<file path="src/design/x86enc_pkg.sv">
// Shared types, codes and opcode tables of the x86-64 instruction encoder.
`timescale 1ns / 1ps
package x86enc_pkg;

	localparam int NUM_SLOTS = 14;

	localparam logic [5:0] OP_FARITH_LAST = 6'd7;
	localparam logic [5:0] OP_NOOP_FIRST  = 6'd8;
	localparam logic [5:0] OP_NOOP_LAST   = 6'd39;
	localparam logic [5:0] OP_FMEM        = 6'd40;
	localparam logic [5:0] OP_ALU_FIRST   = 6'd41;
	localparam logic [5:0] OP_ALU_LAST    = 6'd48;

	localparam logic [2:0] SZ_BYTE  = 3'd0;
	localparam logic [2:0] SZ_WORD  = 3'd1;
	localparam logic [2:0] SZ_DWORD = 3'd2;
	localparam logic [2:0] SZ_QWORD = 3'd3;
	localparam logic [2:0] SZ_TBYTE = 3'd4;

	localparam logic [2:0] ERR_NONE       = 3'd0;
	localparam logic [2:0] ERR_INT_REG    = 3'd1;
	localparam logic [2:0] ERR_WORD_SIZE  = 3'd2;
	localparam logic [2:0] ERR_INT_QUAD   = 3'd3;
	localparam logic [2:0] ERR_FPU_SIZE   = 3'd4;
	localparam logic [2:0] ERR_INT_TBYTE  = 3'd5;
	localparam logic [2:0] ERR_IMM_RANGE  = 3'd6;

	// byte slots in emission order
	localparam int SL_REX  = 0;
	localparam int SL_OPSZ = 1;
	localparam int SL_ADSZ = 2;
	localparam int SL_OPC  = 3;
	localparam int SL_MODR = 4;
	localparam int SL_SIB  = 5;
	localparam int SL_DISP = 6;
	localparam int SL_IMM  = 10;

	typedef struct packed {
		logic [5:0]         operation;
		logic [2:0]         fpu_flags;
		logic [2:0]         operand_size;
		logic               address_size32;
		logic               addr_mode;
		logic [3:0]         rm_reg;
		logic signed [31:0] rm_disp;
		logic [3:0]         r_reg;
		logic               has_imm;
		logic signed [31:0] imm;
		logic               rm_is_dest;
		logic               uniform_byte;
	} enc_in_t;

	typedef struct packed {
		logic [7:0] out_byte;
		logic       last;
		logic [2:0] error;
	} enc_out_t;

	typedef struct packed {
		logic [NUM_SLOTS-1:0][7:0] bytes;
		logic [NUM_SLOTS-1:0]      mask;
		logic [2:0]                error;
	} enc_slots_t;

	function automatic logic [7:0] noop_opcode(input logic [4:0] idx);
		logic [7:0] r;
		unique case (idx) inside
			5'd28:        r = 8'hDA;
			5'd29, 5'd30: r = 8'hDB;
			5'd31:        r = 8'hDF;
			default:      r = 8'hD9;
		endcase
		return r;
	endfunction

	function automatic logic [7:0] noop_modrm(input logic [4:0] idx);
		logic [7:0] r;
		unique case (idx)
			5'd0:    r = 8'hD0;
			5'd1:    r = 8'hE0;
			5'd2:    r = 8'hE1;
			5'd3:    r = 8'hE4;
			5'd4:    r = 8'hE5;
			5'd5:    r = 8'hE8;
			5'd6:    r = 8'hE9;
			5'd7:    r = 8'hEA;
			5'd8:    r = 8'hEB;
			5'd9:    r = 8'hEC;
			5'd10:   r = 8'hED;
			5'd11:   r = 8'hEE;
			5'd28:   r = 8'hE9;
			5'd29:   r = 8'hE2;
			5'd30:   r = 8'hE3;
			5'd31:   r = 8'hE0;
			default: r = {4'hF, idx[3:0] - 4'd12};
		endcase
		return r;
	endfunction

endpackage

</file>
<file path="src/design/x86enc_encoder.sv">
// Combinational encoding of one registered instruction description into byte slots.
`timescale 1ns / 1ps
module x86enc_encoder (
	input  x86enc_pkg::enc_in_t    cmd,
	output x86enc_pkg::enc_slots_t slots
);
	import x86enc_pkg::*;

	logic       f_int, f_pop, f_load, mem;
	logic       is_noop, is_farith, is_fmem, is_alu;
	logic       use_ext, has_op, take_imm, rex_need;
	logic [7:0] opc, modrm, rex;
	logic [2:0] ext, err, sz;
	logic [1:0] mod_bits;
	logic [5:0] alu_idx, noop_idx;
	logic       dfit8, ifit8, ifit16, disp_nz, base5;
	logic [7:0] d0, d1, d2, d3, i0, i1, i2, i3;

	assign f_int    = cmd.fpu_flags[0];
	assign f_pop    = cmd.fpu_flags[1];
	assign f_load   = cmd.fpu_flags[2];
	assign mem      = cmd.addr_mode;
	assign sz       = cmd.operand_size;
	assign is_noop  = cmd.operation >= OP_NOOP_FIRST && cmd.operation <= OP_NOOP_LAST;
	assign is_farith = cmd.operation <= OP_FARITH_LAST;
	assign is_fmem  = cmd.operation == OP_FMEM;
	assign is_alu   = cmd.operation >= OP_ALU_FIRST && cmd.operation <= OP_ALU_LAST;
	assign alu_idx  = cmd.operation - OP_ALU_FIRST;
	assign noop_idx = cmd.operation - OP_NOOP_FIRST;
	assign dfit8    = cmd.rm_disp >= -32'sd128 && cmd.rm_disp <= 32'sd127;
	assign ifit8    = cmd.imm >= -32'sd128 && cmd.imm <= 32'sd127;
	assign ifit16   = cmd.imm >= -32'sd32768 && cmd.imm <= 32'sd32767;
	assign disp_nz  = cmd.rm_disp != 32'sd0;
	assign base5    = cmd.rm_reg[2:0] == 3'd5;
	assign {d3, d2, d1, d0} = cmd.rm_disp;
	assign {i3, i2, i1, i0} = cmd.imm;

	always_comb begin
		use_ext = 1'b0;
		has_op  = 1'b1;
		opc     = 8'h00;
		ext     = 3'd0;
		err     = ERR_NONE;
		if (is_farith) begin
			use_ext = 1'b1;
			ext     = cmd.operation[2:0];
			opc     = 8'hD8 | ((f_int || f_pop) ? 8'h02 : 8'h00);
			if (f_int && !mem) begin
				err = ERR_INT_REG;
			end else if (mem) begin
				case (sz)
					SZ_WORD: begin
						if (!f_int) err = ERR_WORD_SIZE;
						opc = opc | 8'h04;
					end
					SZ_DWORD: ;
					SZ_QWORD: begin
						if (f_int) err = ERR_INT_QUAD;
						opc = opc | 8'h04;
					end
					default: err = ERR_FPU_SIZE;
				endcase
			end else if (cmd.rm_is_dest) begin
				opc = opc | 8'h04;
			end
		end else if (is_fmem) begin
			use_ext = 1'b1;
			opc     = 8'hD9 | (f_int ? 8'h02 : 8'h00);
			ext     = f_load ? 3'd0 : (f_pop ? 3'd3 : 3'd2);
			case (sz)
				SZ_DWORD: ;
				SZ_WORD: begin
					if (!f_int) err = ERR_WORD_SIZE;
					opc = opc | 8'h04;
				end
				SZ_QWORD: begin
					opc = opc | 8'h04;
					if (f_int) ext = f_load ? 3'd5 : 3'd7;
				end
				SZ_TBYTE: begin
					if (f_int) err = ERR_INT_TBYTE;
					ext = f_load ? 3'd5 : 3'd7;
				end
				default: err = ERR_FPU_SIZE;
			endcase
		end else if (is_alu) begin
			ext = alu_idx[2:0];
			opc = {2'b00, alu_idx[2:0], 3'b000};
			if (cmd.has_imm) begin
				use_ext = 1'b1;
				opc     = 8'h80 | ((sz != SZ_BYTE && ifit8) ? 8'h02 : 8'h00);
			end else if (!cmd.rm_is_dest) begin
				opc = opc | 8'h02;
			end
			if (sz != SZ_BYTE) opc = opc | 8'h01;
		end else begin
			has_op = 1'b0;
		end
	end

	assign take_imm = cmd.has_imm && (is_alu || !has_op);

	always_comb begin
		rex      = 8'h40 | {4'h0, sz == SZ_QWORD, cmd.r_reg[3], 1'b0, cmd.rm_reg[3]};
		rex_need = sz == SZ_QWORD || cmd.r_reg[3] || cmd.rm_reg[3] ||
			(sz == SZ_BYTE && cmd.uniform_byte &&
			 (cmd.r_reg[3:2] == 2'b01 || cmd.rm_reg[3:2] == 2'b01));
		if (!mem) mod_bits = 2'b11;
		else if (base5 || disp_nz) mod_bits = dfit8 ? 2'b01 : 2'b10;
		else mod_bits = 2'b00;
		modrm = {mod_bits, use_ext ? ext : cmd.r_reg[2:0], cmd.rm_reg[2:0]};
	end

	always_comb begin
		slots.bytes = '0;
		slots.mask  = '0;
		slots.error = ERR_NONE;
		if (is_noop) begin
			slots.bytes[SL_OPC]  = noop_opcode(noop_idx[4:0]);
			slots.bytes[SL_MODR] = noop_modrm(noop_idx[4:0]);
			slots.mask[SL_OPC]   = 1'b1;
			slots.mask[SL_MODR]  = 1'b1;
		end else if (err != ERR_NONE) begin
			slots.mask[0] = 1'b1;
			slots.error   = err;
		end else if (take_imm && ((sz == SZ_BYTE && !ifit8) || (sz == SZ_WORD && !ifit16))) begin
			slots.mask[0] = 1'b1;
			slots.error   = ERR_IMM_RANGE;
		end else begin
			slots.bytes[SL_REX]    = rex;
			slots.bytes[SL_OPSZ]   = 8'h66;
			slots.bytes[SL_ADSZ]   = 8'h67;
			slots.bytes[SL_OPC]    = opc;
			slots.bytes[SL_MODR]   = modrm;
			slots.bytes[SL_SIB]    = 8'h24;
			slots.bytes[SL_DISP]   = d0;
			slots.bytes[SL_DISP+1] = d1;
			slots.bytes[SL_DISP+2] = d2;
			slots.bytes[SL_DISP+3] = d3;
			slots.bytes[SL_IMM]    = i0;
			slots.bytes[SL_IMM+1]  = i1;
			slots.bytes[SL_IMM+2]  = i2;
			slots.bytes[SL_IMM+3]  = i3;
			slots.mask[SL_REX]     = rex_need;
			slots.mask[SL_OPSZ]    = sz == SZ_WORD;
			slots.mask[SL_ADSZ]    = cmd.address_size32;
			slots.mask[SL_OPC]     = has_op;
			slots.mask[SL_MODR]    = 1'b1;
			slots.mask[SL_SIB]     = mem && cmd.rm_reg[2:0] == 3'd4;
			slots.mask[SL_DISP]    = mem && (disp_nz || base5);
			slots.mask[SL_DISP+1]  = mem && (disp_nz || base5) && !dfit8;
			slots.mask[SL_DISP+2]  = mem && (disp_nz || base5) && !dfit8;
			slots.mask[SL_DISP+3]  = mem && (disp_nz || base5) && !dfit8;
			slots.mask[SL_IMM]     = take_imm;
			slots.mask[SL_IMM+1]   = take_imm && !ifit8;
			slots.mask[SL_IMM+2]   = take_imm && !ifit8 && sz != SZ_WORD;
			slots.mask[SL_IMM+3]   = take_imm && !ifit8 && sz != SZ_WORD;
		end
	end

endmodule

</file>
<file path="src/design/x86_64_instruction_encoder.sv">
// Top level of the x86-64 instruction encoder: input register, encoder and byte buffer.
// An item is taken when start is high and busy is low. It is registered, encoded into the
// byte buffer once it is empty or emitting its final byte, and its bytes then leave
// one per cycle on result, each marked by strobe for exactly one cycle, last set on the
// final byte; the receiver cannot stall them. An item yields 1 to 13 results; an invalid
// item yields one result with out_byte 0 and a nonzero error. With the buffer idle, an
// item passes the input register and the byte buffer in turn before its first byte
// is on result. The single byte output port sets the rate: an item occupies the buffer
// until its final byte has left, and a waiting item moves in during the cycle that emits
// the final byte, so bytes flow without gaps.
`timescale 1ns / 1ps
module x86_64_instruction_encoder (
	input  logic                  clk,
	input  logic                  arst_n,
	input  logic                  start,
	output logic                  busy,
	input  x86enc_pkg::enc_in_t   cmd,
	output logic                  strobe,
	output x86enc_pkg::enc_out_t  result
);
	import x86enc_pkg::*;

	enc_in_t               cmd_s1;
	logic                  vld_s1;
	enc_slots_t            slots;
	logic [NUM_SLOTS-1:0][7:0] bytes_q;
	logic [NUM_SLOTS-1:0]  mask_q;
	logic [2:0]            err_q;
	logic [NUM_SLOTS-1:0]  mask_rest;
	logic                  last_now, load, accept;
	logic [7:0]            cur_byte;

	x86enc_encoder u_enc (
		.cmd   (cmd_s1),
		.slots (slots)
	);

	assign mask_rest = mask_q & (mask_q - 1'b1);
	assign strobe    = mask_q != '0;
	assign last_now  = strobe && mask_rest == '0;
	assign load      = vld_s1 && (!strobe || last_now);
	assign busy      = vld_s1 && !load;
	assign accept    = start && !busy;

	always_comb begin
		cur_byte = 8'h00;
		for (int j = NUM_SLOTS - 1; j >= 0; j--) begin
			if (mask_q[j]) cur_byte = bytes_q[j];
		end
	end

	assign result.out_byte = cur_byte;
	assign result.last     = last_now;
	assign result.error    = err_q;

	always_ff @(posedge clk or negedge arst_n) begin
		if (!arst_n) begin
			vld_s1 <= 1'b0;
			mask_q <= '0;
		end else begin
			if (accept) vld_s1 <= 1'b1;
			else if (load) vld_s1 <= 1'b0;
			if (load) mask_q <= slots.mask;
			else if (strobe) mask_q <= mask_rest;
		end
	end

	always_ff @(posedge clk) begin
		if (accept) cmd_s1 <= cmd;
		if (load) begin
			bytes_q <= slots.bytes;
			err_q   <= slots.error;
		end
	end

	a_busy_holds: assert property (@(posedge clk) disable iff (!arst_n)
		busy |-> vld_s1 && strobe && !last_now)
		else $error("busy without a pending item and a draining buffer");

	a_load_emits: assert property (@(posedge clk) disable iff (!arst_n)
		load |=> strobe)
		else $error("loaded item produced no result");

	a_no_gap: assert property (@(posedge clk) disable iff (!arst_n)
		strobe && !result.last |=> strobe)
		else $error("gap inside an item's bytes");

	a_err_single: assert property (@(posedge clk) disable iff (!arst_n)
		strobe && result.error != ERR_NONE |-> result.last && result.out_byte == 8'h00)
		else $error("error result is not a single zero byte");

endmodule

</file>
<file path="config.mk">
export PLATFORM = sky130hd
export DESIGN_NAME = x86_64_instruction_encoder
export DESIGN_NICKNAME = d
export VERILOG_FILES = /design/src/design/x86enc_pkg.sv /design/src/design/x86enc_encoder.sv /design/src/design/x86_64_instruction_encoder.sv
export SDC_FILE = /design/constraint.sdc
export NUM_CORES = 1
export LEC_CHECK = 0
export BUFFER_PORTS_ARGS = -buffer_cell sky130_fd_sc_hd__buf_4
export CAP_MARGIN = 25
export CORE_MARGIN = 5
export CORE_UTILIZATION = 35
export CTS_BUF_LIST = sky130_fd_sc_hd__clkbuf_8
export CTS_CLUSTER_SIZE = 12
export DETAILED_ROUTE_END_ITERATION = 7
export GPL_ROUTABILITY_DRIVEN = 0
export PLACE_DENSITY_LB_ADDON = 0.12
export SLEW_MARGIN = 0
export SYNTH_ARGS = -nofsm -noshare
export SYNTH_HDL_FRONTEND = slang
export SYNTH_SLANG_ARGS = --single-unit
export TNS_END_PERCENT = 20
</file>
<file path="constraint.sdc">
create_clock -name clk -period 8.9 [get_ports clk]
set_clock_uncertainty 0.15 [all_clocks]
set_input_delay 1.335 -clock clk [delete_from_list [all_inputs] [get_ports clk]]
set_output_delay 1.335 -clock clk [all_outputs]
set_load 0.01 [all_outputs]
</file>
; ---- Word level (Yosys, flattened, before mapping)
; Cells that the tools add are included.
[totals]
register_bits = 217
out_inout_bits = 14
[classes]
n_bitwise = 1
n_lt_le_gt_ge = 11
reduce_logical = 55
eq_ne = 25
n_mux = 71
n_addsub = 4
[ops]
columns = operator, count
row1 = $mux 8, 20
row2 = $pmux 6 s14, 1
row3 = $ge 32x8->1 const B, 2
row4 = $le 32x8->1 const B, 2
row5 = $mux 59, 1
row6 = $mux 53, 1
row7 = $mux 3, 15
row8 = $ge 32x16->1 const B, 1
row9 = $le 32x16->1 const B, 1
row10 = $reduce_bool 32->1, 1
row11 = $mux 14, 2
row12 = $pmux 3 s3, 3
row13 = $logic_and 1x1->1, 22
row14 = $mux 2, 11
row15 = $eq 5x3->1 const B, 4
row16 = $eq 5x4->1 const B, 4
row17 = $eq 5x5->1 const B, 4
row18 = $mux 16, 1
row19 = $and 14x14->14, 1
row20 = $logic_not 14->1, 1
row21 = $reduce_bool 14->1, 1
row22 = $sub 14x1->14 const B, 1
row23 = $le 6x6->1 const B, 2
row24 = $mux 1, 12
row25 = other kinds (26), 53

; ---- Depth between registers and ports, before layout
; Gate-level depths: netlist of run 1.
[logic_depth]
ltp_word = 14
mapped_depth = 11

; ---- Hierarchy
; Synthesis of run 1 repeated with hierarchy kept, for this count alone.
[unflattened]
cells_unflattened = 787
area_unflattened_um2 = 10187.3
[modules_own_cells]
columns = mod, area_each_um2, cells_per_inst, n_inst, seq_area_each_um2
row1 = x86_64_instruction_encoder, 8045.2, 453, 1, 6501.2
row2 = x86enc_encoder, 2142.1, 334, 1, 0.0

; ---- Worst setup path after synthesis of run 1
; Ideal clock, no wire load.
[synth_path]
path_type = register to register
from = register mask_q[2]
to = register cmd_s1[0] in the netlist's numbering (enable)
n_path_buf = 1
stages_incl_launch_ff = 8
arrival_ns = 5.776
slack_ns = 2.426
cell_sequence = dfrtp_1 -> or4_1 -> buf_2 -> or2_1 -> nor3_4 -> o211a_1 -> nor2b_1 -> nor2b_1
[synth_via]
elab_chain_cells = 10
word_cells_on_any_way = 12
cone_classes = add/sub: 1 / bitwise: 1 / reduce/logical: 10
[synth_lines]
columns = item, line
row1 = from (decl), x86_64_instruction_encoder.sv:27  ; logic [NUM_SLOTS-1:0] mask_q;
row2 = from (signal assigned), x86_64_instruction_encoder.sv:63  ; if (load) mask_q <= slots.mask;
row3 = from (signal assigned), x86_64_instruction_encoder.sv:64  ; else if (strobe) mask_q <= mask_rest;
row4 = $sub 14x1->14, x86_64_instruction_encoder.sv:38  ; assign mask_rest = mask_q & (mask_q - 1'b1);
row5 = $and 14x14->14, x86_64_instruction_encoder.sv:38
row6 = $logic_not 14->1, x86_64_instruction_encoder.sv:40  ; assign last_now = strobe && mask_rest == '0;
row7 = $logic_and 1x1->1, x86_64_instruction_encoder.sv:40
row8 = $logic_or 1x1->1 *, x86_64_instruction_encoder.sv:41  ; assign load = vld_s1 && (!strobe || last_now);
row9 = $logic_and 1x1->1 *, x86_64_instruction_encoder.sv:41
row10 = $logic_not 1->1 *, x86_64_instruction_encoder.sv:42  ; assign busy = vld_s1 && !load;
row11 = $logic_and 1x1->1 *, x86_64_instruction_encoder.sv:42
row12 = named net busy, x86_64_instruction_encoder.sv:16  ; output logic busy,
row13 = $logic_not 1->1 *, x86_64_instruction_encoder.sv:43  ; assign accept = start && !busy;
row14 = $logic_and 1x1->1 *, x86_64_instruction_encoder.sv:43
row15 = named net accept, x86_64_instruction_encoder.sv:30  ; logic last_now, load, accept;
row16 = to (signal assigned), x86_64_instruction_encoder.sv:69  ; if (accept) cmd_s1 <= cmd;
row17 = to (decl), x86_64_instruction_encoder.sv:23  ; enc_in_t cmd_s1;
; The timed path passes the listed nets; every way through them passes the cells marked *.
; A chain may end at the register's enable or synchronous reset.

==> key figures, run 1 <==
Outcome
  – Outcome: complete, no violations

Critical path
  – Worst setup EP type: output pin
  – Crit path kind: flop to output pin
  – R2R cell count: 7
  – Worst setup SP type: flop
  – CP required: 7.41 ns
  – Worst-path maximum fanout: 13
  – Worst path arrival time: 3.11 ns

Timing
  – Final Hold Viols: 0
  – FMAX: 217 MHz
  – RSZ-0062 raised after global routing: false
  – Worst slew pin tran: 0.880 ns
  – Final Setup Violations: 0
  – Final Cycle Share: 51.7%
  – TNS Setup: 0 ns
  – Tmin final: 4.60 ns
  – PnR worst setup slack: 4.30 ns
  – Max-slew violation count: 0
  – Slew HR: roughly two fifths

Synthesis
  – Yosys cell types: 75
  – Synth top area share: 61.2%
  – EDFF count, synth: between 150 and 200
  – Post-synthesis xor/xnor area fraction: less than 1%
  – Post-Syn Instances: 673
  – Compound-Gate Fraction of Synth Area: 14.9%
  – Mapped cell area: 0.00864 mm²
  – Synthesis Warnings: 0
  – Ys async rst share: ~8%
  – Post-synthesis mux area share: 0%
  – Seq/Total Area, Yosys: 65.5%
  – Dominant synthesized flop cell: edfxtp_1
  – Seq cells post-synth: approximately 190
  – Synthesized Nets: 774
  – Adder-Cell Fraction of Synth Area: between 1.5 and 2%
  – Largest cells by area after synthesis: edfxtp_1, and2_1, dfrtp_1
  – Synth Area in Simple Gates: 15.3%
  – Largest family of logic cells by synthesized area: simple AND/OR/NAND/NOR gates
  – Dominant cell type by area after synthesis: edfxtp_1
  – Syn avg cell area: roughly 13 µm²

CTS
  – Cts-stage hold buffer count: 0
  – Number of gates resized after cts: 0
  – Skew-Pair Late Insertion Delay: 0.46 ns
  – Htree depth: 4
  – Clock sinks: 191
  – Clk slew on worst S/H paths: 0.10 ns
  – Number of post-CTS setup repair buffers: 0
  – CTS Buffer Depth: 2
  – CTS tree: built
  – Root Buffer: clkbuf_8
  – Cts bufs inserted: 17

Power
  – Clock share of power: 14.7%
  – Switching share of power: 39.2%
  – Switching Power: 0.00153 W
  – Flop pwr share: 47.2%
  – P_leak: 3.62 nW
  – Comb power frac: 38.1%
  – Cell internal pwr: approximately 0.0024 W
  – P per Cell Area: about 390 mW/mm²
  – Final Power: ~0.004 W
  – VDD IR max: 0.290 mV

Placement
  – Setup slack at placement: approximately 4.6 ns
  – DP HPWL: ~16 mm
  – Port bufs: 105
  – Placed Instances: ~1,100

Drt
  – Initial DRT Pass Iterations: 5
  – DRC viols: 0
  – Antenna-violating nets left: 0
  – Final wirelength: between 20 and 25 mm
  – DR vias/cell: 5.34
  – Routed WL per cell: 19.3 µm
  – DR iter-0 viols: 474
  – Total number of vias: 5,912

Global routing
  – Largest net degree at the start of global routing: 70
  – Tot GR Track Use: 15.3%
  – Vias in the first global route: between 5,000 and 6,000
  – Antenna violations before repair: 0
  – GR Overflow Total: 0
  – Global-route wire length before repair: 33.2 mm

Floorplan
  – I/O pins: 106
  – Die area: between 0.02 and 0.03 mm²
  – Row count: 57
  – Die width: 167 µm
  – Die height: 167 µm
  – Initial Util: between 30% and 40%
  – Core area: about 0.024 mm²

Cells and area
  – Nets: 872
  – Fin cells: 1,108
  – N_diodes: 0
  – Area Overhead vs Synth: 17.5%
  – Share of layout cells above drive strength 1: 20.3%
  – Fillers: 2,262

Hold path
  – Min-Delay Path Class: flop to flop
  – Worst hold stages: 1

Run
  – MaxCap Viol Count: 0
-- layer usage --
layer  vias to the layer above  share of wire [%]  global-route usage, %
met5                         -                  0                      0
met4                         0                2.7                   5.94
met3                        36                5.6                   3.75
met2                       209                 48                   24.0
met1                      2865                 44                   20.7
li1                       2802                  -                      -
-- cell type report --
cell class	count	area [µm²]	share of cell area [%]
flip-flops and latches	191	5660	55.8
clock buffers	17	234	2.31
repair buffers	109	838	8.26
inverters	21	81.3	0.801
multi-input cells	431	2770	27.3
well taps	324	405	3.99
clock inverters	15	161	1.59
-- cell usage in the layout, fill, tap and decap left out, types with 5 or more instances in the layout --
cell type and count:
a2111oi_0 5, a211oi_1 5, a21o_1 6, a21oi_1 29
a221oi_1 8, a22oi_1 8, a31oi_1 6, and2_1 71
buf_4 108, clkbuf_8 17, dfrtp_1 15, edfxtp_1 176
ha_1 9, inv_1 19, nand2_1 33, nand3_1 8
nand4_1 16, nor2_1 35, nor2b_1 12, nor3_1 19
nor4_1 12, o21ai_0 46, o22ai_1 16, o31ai_1 8
or3_1 6
-- cell usage after synthesis, types with 13 or more instances --
library cell / number
nor2b_1: 13
a21oi_1: 29
clkbuf_1: 17
nor3_1: 19
and2_1: 71
o21ai_0: 46
nand4_1: 16
edfxtp_1: 176
nand2_1: 33
nor2_1: 35
inv_1: 18
dfrtp_1: 15
o22ai_1: 16
-- power by group through the flow --
| stage | clock network [W] | registers (W) | logic, W |
|---|---|---|---|
| floorplan | 0 | 0.00176 | 0.00103 |
| CTS | 0.000592 | 0.00185 | 0.00152 |
| detailed placement | 0 | 0.00187 | 0.00151 |
| global placement | 0 | 0.00188 | 0.00144 |
| global route | 0.000625 | 0.00189 | 0.00165 |
| finish | 0.000576 | 0.00185 | 0.00149 |
-- final timing paths --
check | startpoint | to | slack [ns]
max | mask_q[12] | result[11] | 4.30
min | cmd_s1[5] | bytes_q[83] | 0.39
max reg2reg | mask_q[3] | cmd_s1[1] | 4.64
min reg2reg | cmd_s1[5] | bytes_q[83] | 0.39
max in group asynchronous | arst_n | mask_q[5] | 7.83
min in group asynchronous | arst_n | mask_q[1] | 0.57
-- state kept, by name, summed over array words and instances, names as in the netlist --
name / cells
vld_s1: 1
err_q: 3
bytes_q: 84
cmd_s1: 89
mask_q: 14
-- metrics by stage --
stage / instance area [µm²] / hold slack [ns] / utilization, %
2_1_floorplan: 8640 / 0.327 / -
3_3_place_gp: 9730 / 0.361 / 40.0
3_5_place_dp: 9750 / 0.362 / 40.1
4_1_cts: 10100 / 0.394 / 41.7
5_1_grt: 10100 / 0.403 / 41.7
6_report: 10100 / 0.391 / 41.7
-- logic make-up after synthesis --
logic type / count (synthesis)
AND/OR/NAND/NOR: 236
flip-flops: 191
AO/OA/AOI/OAI: 183
buffers and inverters: 51
adder cells (fa/ha/maj): 11
XOR/XNOR: 1
-- worst max-delay path, cell delays in order, from the launching register on --
cell,delay (ns)
dfrtp_1,0.54
nor2b_1,0.51
a221oi_1,0.14
o311ai_0,0.52
o21ai_0,0.21
o211a_1,0.25
nor3_1,0.28
buf_4,0.19
No activity file was read; power rests on OpenSTA's default activity.
==> inputs of run 2 (changes only) <==
clock period = 4.8 ns   (was 8.9 ns; I/O delays follow)
==> run 2 against run 1 <==
Total power up 83%. Combinational power up 88%. Register-to-register slack worse by 3.9 ns. Clock-buffer cell count stayed put. Final area hardly changed. Hold slack lost 0.12 ns. Global-route usage increased by 0.13 points. Setup slack got worse by 3.5 ns. Sequential share of layout area about the same. Sequential cell count unchanged. Non-clock buffer count is 4 higher. First-iteration DRC count rose by 0.42%. Critical path type is now flop to flop. Largest cell class unchanged.
==> key figures, run 2 (synthesis gave the netlist of run 1 again) <==
Outcome
  – Outcome: complete, no violations (unchanged)

Power
  – Clock share of power: 13.3% (was 14.7%)
  – Cell internal pwr: 0.00437 W (was 0.00238 W)
  – Flop pwr share: 47.7% (was 47.2%)
  – P per Cell Area: 707 mW/mm² (was 385 mW/mm²)
  – Switching Power: 0.00280 W (was 0.00153 W)
  – P_leak: 3.63 nW (was 3.62 nW)
  – Comb power frac: 39.0% (was 38.1%)
  – VDD IR max: 0.303 mV (was 0.290 mV)
  – Switching share of power: 39.1% (was 39.2%)

Timing
  – PnR worst setup slack: 0.753 ns (was 4.30 ns)
  – Final Hold Viols: 0 (unchanged)
  – Max-slew violation count: 0 (unchanged)
  – Hold slack final: 0.271 ns (was 0.391 ns)
  – TNS Setup: 0 ns (unchanged)
  – RSZ-0062 raised after global routing: false (unchanged)
  – Final Cycle Share: between 80% and 90%
  – FMAX: 247 MHz
  – Tmin final: about 4 ns
  – Final Setup Violations: 0 (unchanged)
  – Slew HR: 46.8% (was 41.3%)
  – Worst slew pin tran: 0.796 ns (was 0.880 ns)

Global routing
  – Vias in the first global route: 6,103 (was 5,919)
  – Global-route wire length before repair: 33.7 mm (was 33.2 mm)
  – Antenna violations before repair: 0 (unchanged)
  – Tot GR Track Use: 15.5% (was 15.3%)
  – Largest net degree at the start of global routing: 70 (unchanged)
  – GR Overflow Total: 0 (unchanged)

Floorplan
  – I/O pins: 106 (unchanged)
  – Initial Util: 35.5% (unchanged)
  – Core area: 0.0243 mm² (unchanged)
  – Die area: 0.0279 mm² (unchanged)
  – Die width: 167 µm (unchanged)
  – Die height: 167 µm (unchanged)
  – Row count: 57 (unchanged)

Placement
  – Placed Instances: 1,079 (was 1,076)
  – DP HPWL: 16.2 mm (was 15.9 mm)
  – Placed Area: 0.00979 mm² (was 0.00975 mm²)
  – Setup slack at placement: 0.823 ns (was 4.62 ns)
  – Port bufs: 105 (unchanged)

Critical path
  – Cells along the critical path: inv_1 > ha_1 > nand4b_1 > nor4b_1 > o21ai_0 > nand4_1 > a21o_4 > clkinv_2 > and2_1 (was nor2b_1 > a221oi_1 > o311ai_0 > o21ai_0 > o211a_1 > nor3_1 > buf_4)
  – Critical path's largest stage delay: 0.55 ns (was 0.54 ns)
  – Reg2reg start: cmd_s1[83] (was mask_q[3])
  – FF-to-FF End: bytes_q[65] (was cmd_s1[1])
  – Worst setup SP type: flop (unchanged)
  – Worst setup EP type: flop (was output pin)
  – CP required: 4.86 ns (was 7.41 ns)
  – Worst path arrival time: 4.11 ns (was 3.11 ns)
  – Worst-path maximum fanout: 69 (was 13)
  – Crit path kind: flop to flop (was flop to output pin)
  – R2R cell count: 9 (was 7)
  – Slowest cell on crit path: clkinv_2 (was dfrtp_1)
  – Worst reg-to-reg setup slack: 0.75 ns (was 4.64 ns)

Cells and area
  – Commonest non-fill, non-tap cell in the layout: edfxtp_1 (unchanged)
  – Most frequent cells in the layout: edfxtp_1, buf_4, and2_1, o21ai_0, nor2_1 (unchanged)
  – Nets: 876 (was 872)
  – Biggest register: cmd_s1 (unchanged)
  – N_diodes: 0 (unchanged)
  – Area Overhead vs Synth: 17.4% (was 17.5%)
  – Top flop regs: cmd_s1 x89, bytes_q x84, mask_q x14 (unchanged)
  – Fin cells: 1,111 (was 1,108)
  – Fin area: 0.0101 mm² (about the same)
  – Max reg flops: 89 (unchanged)
  – Share of layout cells above drive strength 1: 19.7% (was 20.3%)

CTS
  – CTS tree: built (unchanged)
  – Number of gates resized after cts: 0 (unchanged)
  – Root Buffer: clkbuf_8 (unchanged)
  – Number of post-CTS setup repair buffers: 0 (unchanged)
  – Skew-Pair Late Insertion Delay: 0.47 ns (was 0.46 ns)
  – CTS Buffer Depth: 2 (unchanged)
  – Clk slew on worst S/H paths: 0.10 ns (about the same)
  – Clock sinks: 191 (unchanged)
  – Cts bufs inserted: 17 (unchanged)
  – Htree depth: 4 (unchanged)

Drt
  – DRC viols: 0 (unchanged)
  – Routed WL per cell: 19.5 µm (was 19.3 µm)
  – Total number of vias: 5,927 (was 5,912)
  – DR iter-0 viols: 476 (was 474)
  – Antenna-violating nets left: 0 (unchanged)
  – Met1 Wirelength: 9.78 mm (was 9.43 mm)
  – Routed met3 length: 1.06 mm (was 1.20 mm)
  – Initial DRT Pass Iterations: 5 (unchanged)
  – Final wirelength: 21.7 mm (was 21.4 mm)
  – DR vias/cell: 5.33 (was 5.34)
  – Highest Signal Layer: met4 (unchanged)
  – Met2 wire len: 10.2 mm (about the same)

Run
  – MaxCap Viol Count: 0 (unchanged)

Hold path
  – Min-Delay Path Class: primary input to flop (was flop to flop)
  – Hold Path Origin: cmd[87] (was cmd_s1[5])
  – Worst hold stages: 1 (unchanged)
  – WHS Endpoint: cmd_s1[87] (was bytes_q[83])
[run 2: layer usage]
metal | vias to the layer above | GRT usage (%)
met5 | - | 0
met4 | 0 | 5.87
met3 | 39 | 3.35
met2 | 211 | 24.7
met1 | 2864 | 20.8
li1 | 2813 | -
[run 2: how the worst max path moves through the flow]
stage / cells past startpoint / startpoint / end
2_1_floorplan: 7 / mask_q[2] / cmd_s1[0]
3_3_place_gp: 9 / cmd_s1[83] / bytes_q[63]
3_5_place_dp: 9 / cmd_s1[83] / bytes_q[97]
4_1_cts: 9 / cmd_s1[83] / bytes_q[65]
5_1_grt: 9 / cmd_s1[83] / bytes_q[61]
6_report: 9 / cmd_s1[83] / bytes_q[65]
[run 2: critical path, delay by kind of cell, from the launching register on]
kind / cells / cell delay, ns
simple gates: 4 / 1.48
buf+inv: 2 / 0.72
flops: 1 / 0.49
fa+ha+maj: 1 / 0.49
compound gates: 2 / 0.41
[run 2: cell type report]
cell class              instances  area, µm²
fillers                      2276      14200
flip-flops and latches        191       5660
multi-input cells             431       2770
repair buffers                113        888
well taps                     324        405
clock buffers                  17        234
clock inverters                14        103
inverters                      21       81.3
[run 2: timing repair]
action | 4_1_cts | 5_1_grt
setup endpoints to repair | 0 | 0
hold buffers | 1 | 0
endpoints found under the hold margin | 15 | 0
[run 2: power groups by stage]
stage	sequential [W]	combinational, W	clock (W)
after global routing	0.00350	0.00309	0.00105
final	0.00342	0.00280	0.000956
after global placement	0.00346	0.00275	0
after CTS	0.00342	0.00283	0.000978
after floorplan	0.00324	0.00191	0
after detailed placement	0.00346	0.00282	0
[run 2: through the flow]
step                      total power [W]  utilization [%]
after global placement            0.00621             40.3
after CTS                         0.00723             41.7
after floorplan                   0.00516                -
after global routing              0.00763             41.7
after detailed placement          0.00628             40.3
final                             0.00717             41.7
==> inputs of run 3 (changes only) <==
clock period = 4 ns   (was 4.8 ns; I/O delays follow)
==> run 3 against run 2 <==
Hold slack lost 0.11 ns. Largest power group unchanged. Routed wire length fell by 0.28%. Maximum frequency up 11%.
==> key figures, run 3 (synthesis gave the netlist of run 1 again) <==
Drt
  – DRC viols: 0 (unchanged)
  – DR iter-0 viols: 412 (was 476)
  – Total number of vias: 5,943 (was 5,927)
  – Initial DRT Pass Iterations: 6 (was 5)
  – Final wirelength: 21.6 mm (was 21.7 mm)
  – Routed WL per cell: 19.3 µm (was 19.5 µm)
  – Antenna-violating nets left: 0 (unchanged)
  – DR vias/cell: 5.30 (was 5.33)

CTS
  – Number of gates resized after cts: 0 (unchanged)
  – CTS tree: built (unchanged)
  – Cts bufs inserted: 17 (unchanged)
  – CTS Buffer Depth: 2 (unchanged)
  – Htree depth: 4 (unchanged)
  – Clk slew on worst S/H paths: 0.10 ns (about the same)
  – Number of post-CTS setup repair buffers: 0 (unchanged)
  – Root Buffer: clkbuf_8 (unchanged)
  – Skew-Pair Late Insertion Delay: 0.45 ns (was 0.47 ns)
  – Clock sinks: 191 (unchanged)

Critical path
  – R2R cell count: 9 (unchanged)
  – Worst reg-to-reg setup slack: 0.36 ns (was 0.75 ns)
  – Crit path kind: flop to flop (unchanged)
  – Critical path's largest stage delay: 0.61 ns (was 0.55 ns)
  – FF-to-FF End: bytes_q[59] (was bytes_q[65])
  – Slowest cell on crit path: o21ai_0 (was clkinv_2)
  – Crit. path cell count: 9 (unchanged)
  – Critical path buffer and inverter count: 2 (unchanged)
  – Reg2reg start: cmd_s1[83] (unchanged)
  – CP required: 4.17 ns (was 4.86 ns)
  – Top Family by Delay on Critical Path: compound AO/OA/AOI/OAI gates (was simple AND/OR/NAND/NOR gates)
  – Worst-path maximum fanout: 33 (was 69)
  – Worst path arrival time: 3.80 ns (was 4.11 ns)
  – Cells along the critical path: ha_1 > a21boi_1 > a2111oi_0 > o21ai_0 > nand4_1 > a21o_4 > clkinv_2 > buf_4 > and2_1 (was inv_1 > ha_1 > nand4b_1 > nor4b_1 > o21ai_0 > nand4_1 > a21o_4 > clkinv_2 > and2_1)
  – Worst setup EP type: flop (unchanged)
  – Worst setup SP type: flop (unchanged)

Global routing
  – Global-route wire length before repair: 33.9 mm (was 33.7 mm)
  – GR Overflow Total: 0 (unchanged)
  – Antenna violations before repair: 0 (unchanged)
  – Vias in the first global route: 6,168 (was 6,103)
  – Tot GR Track Use: 15.4% (was 15.5%)
  – Largest net degree at the start of global routing: 37 (was 70)

Timing
  – Final Cycle Share: 91.0% (was 84.3%)
  – Final Hold Viols: 0 (unchanged)
  – Worst slew pin tran: 0.834 ns (was 0.796 ns)
  – Slew HR: 43.0% (was 46.8%)
  – RSZ-0062 raised after global routing: false (unchanged)
  – PnR worst setup slack: 0.362 ns (was 0.753 ns)
  – TNS Setup: 0 ns (unchanged)
  – Final Setup Violations: 0 (unchanged)
  – Max-slew violation count: 0 (unchanged)
  – Tmin final: 3.64 ns (was 4.05 ns)
  – FMAX: 275 MHz (was 247 MHz)

Power
  – P_leak: 3.69 nW (was 3.63 nW)
  – Final Power: 0.00880 W (was 0.00717 W)
  – VDD IR max: 0.312 mV (was 0.303 mV)
  – P per Cell Area: 857 mW/mm² (was 707 mW/mm²)

Floorplan
  – Core area: 0.0243 mm² (unchanged)
  – Die height: 167 µm (unchanged)
  – I/O pins: 106 (unchanged)
  – Initial Util: 35.5% (unchanged)
  – Die width: 167 µm (unchanged)
  – Row count: 57 (unchanged)
  – Die area: 0.0279 mm² (unchanged)

Cells and area
  – Max reg flops: 89 (unchanged)
  – Fin cells: 1,121 (was 1,111)
  – Most frequent cells in the layout: edfxtp_1, buf_4, and2_1, o21ai_0, nor2_1 (unchanged)
  – Nets: 885 (was 876)
  – Biggest register: cmd_s1 (unchanged)
  – N_diodes: 0 (unchanged)
  – Share of layout cells above drive strength 1: 21.5% (was 19.7%)
  – Finished Core Util: 42.2% (was 41.7%)
  – Commonest non-fill, non-tap cell in the layout: edfxtp_1 (unchanged)
  – Area Overhead vs Synth: 18.9% (was 17.4%)
  – Top flop regs: cmd_s1 x89, bytes_q x84, mask_q x14 (unchanged)

Placement
  – Setup slack at placement: 0.394 ns (was 0.823 ns)
  – Placed Instances: 1,088 (was 1,079)
  – Port bufs: 105 (unchanged)
  – DP HPWL: 16.2 mm (about the same)

Hold path
  – Hold Path Origin: cmd[6] (was cmd[87])
  – WHS Endpoint: cmd_s1[6] (was cmd_s1[87])
  – Worst hold stages: 1 (unchanged)
  – Min-Delay Path Class: primary input to flop (unchanged)

Outcome
  – Outcome: complete, no violations (unchanged)

Run
  – MaxCap Viol Count: 0 (unchanged)
[run 3: repair_timing]
action	4_1_cts	5_1_grt
hold endpoints to repair	15	0
endpoints found under the setup margin	0	0
hold buffers	1	0
[run 3: cell type report]
cell class,count,area [µm²]
fill,2270,14000
sequential,191,5660
multi-input combinational,431,2770
timing repair buffer,122,956
tap,324,405
clock buffer,17,234
clock inverter,15,164
inverter,21,81.3
[run 3: layer usage]
layer,global-route usage (%),wire (µm)
met5,0,0
met4,5.19,440
met3,2.97,1050
met2,25.3,10500
met1,20.7,9610
[run 3: worst max path at each step]
stage,endpoint,from
3_3_place_gp,bytes_q[95],cmd_s1[83]
4_1_cts,bytes_q[59],cmd_s1[83]
5_1_grt,bytes_q[66],cmd_s1[83]
6_report,bytes_q[59],cmd_s1[83]
2_1_floorplan,cmd_s1[0],mask_q[2]
3_5_place_dp,bytes_q[95],cmd_s1[83]
[run 3: worst reg2reg max path, stage by stage, from the launching register on]
cell       delay [ns]
edfxtp_1         0.50
ha_1             0.36
a21boi_1         0.50
a2111oi_0        0.14
o21ai_0          0.61
nand4_1          0.37
a21o_4           0.33
clkinv_2         0.06
buf_4            0.26
and2_1           0.21
[run 3: per-stage QoR]
step / area [µm²] / hold slack (ns)
floorplan: 8650 / 0.154
global placement: 9860 / 0.327
detailed placement: 9860 / 0.326
global route: 10300 / 0.119
finish: 10300 / 0.162
CTS: 10300 / 0.120
[run 3: power by group]
group | internal (W) | switching [W] | total, W | leakage (nW)
clock | 0.000564 | 0.000692 | 0.00126 | 0.189
combinational | 0.00131 | 0.00216 | 0.00347 | 1.62
sequential | 0.00351 | 0.000557 | 0.00407 | 1.88
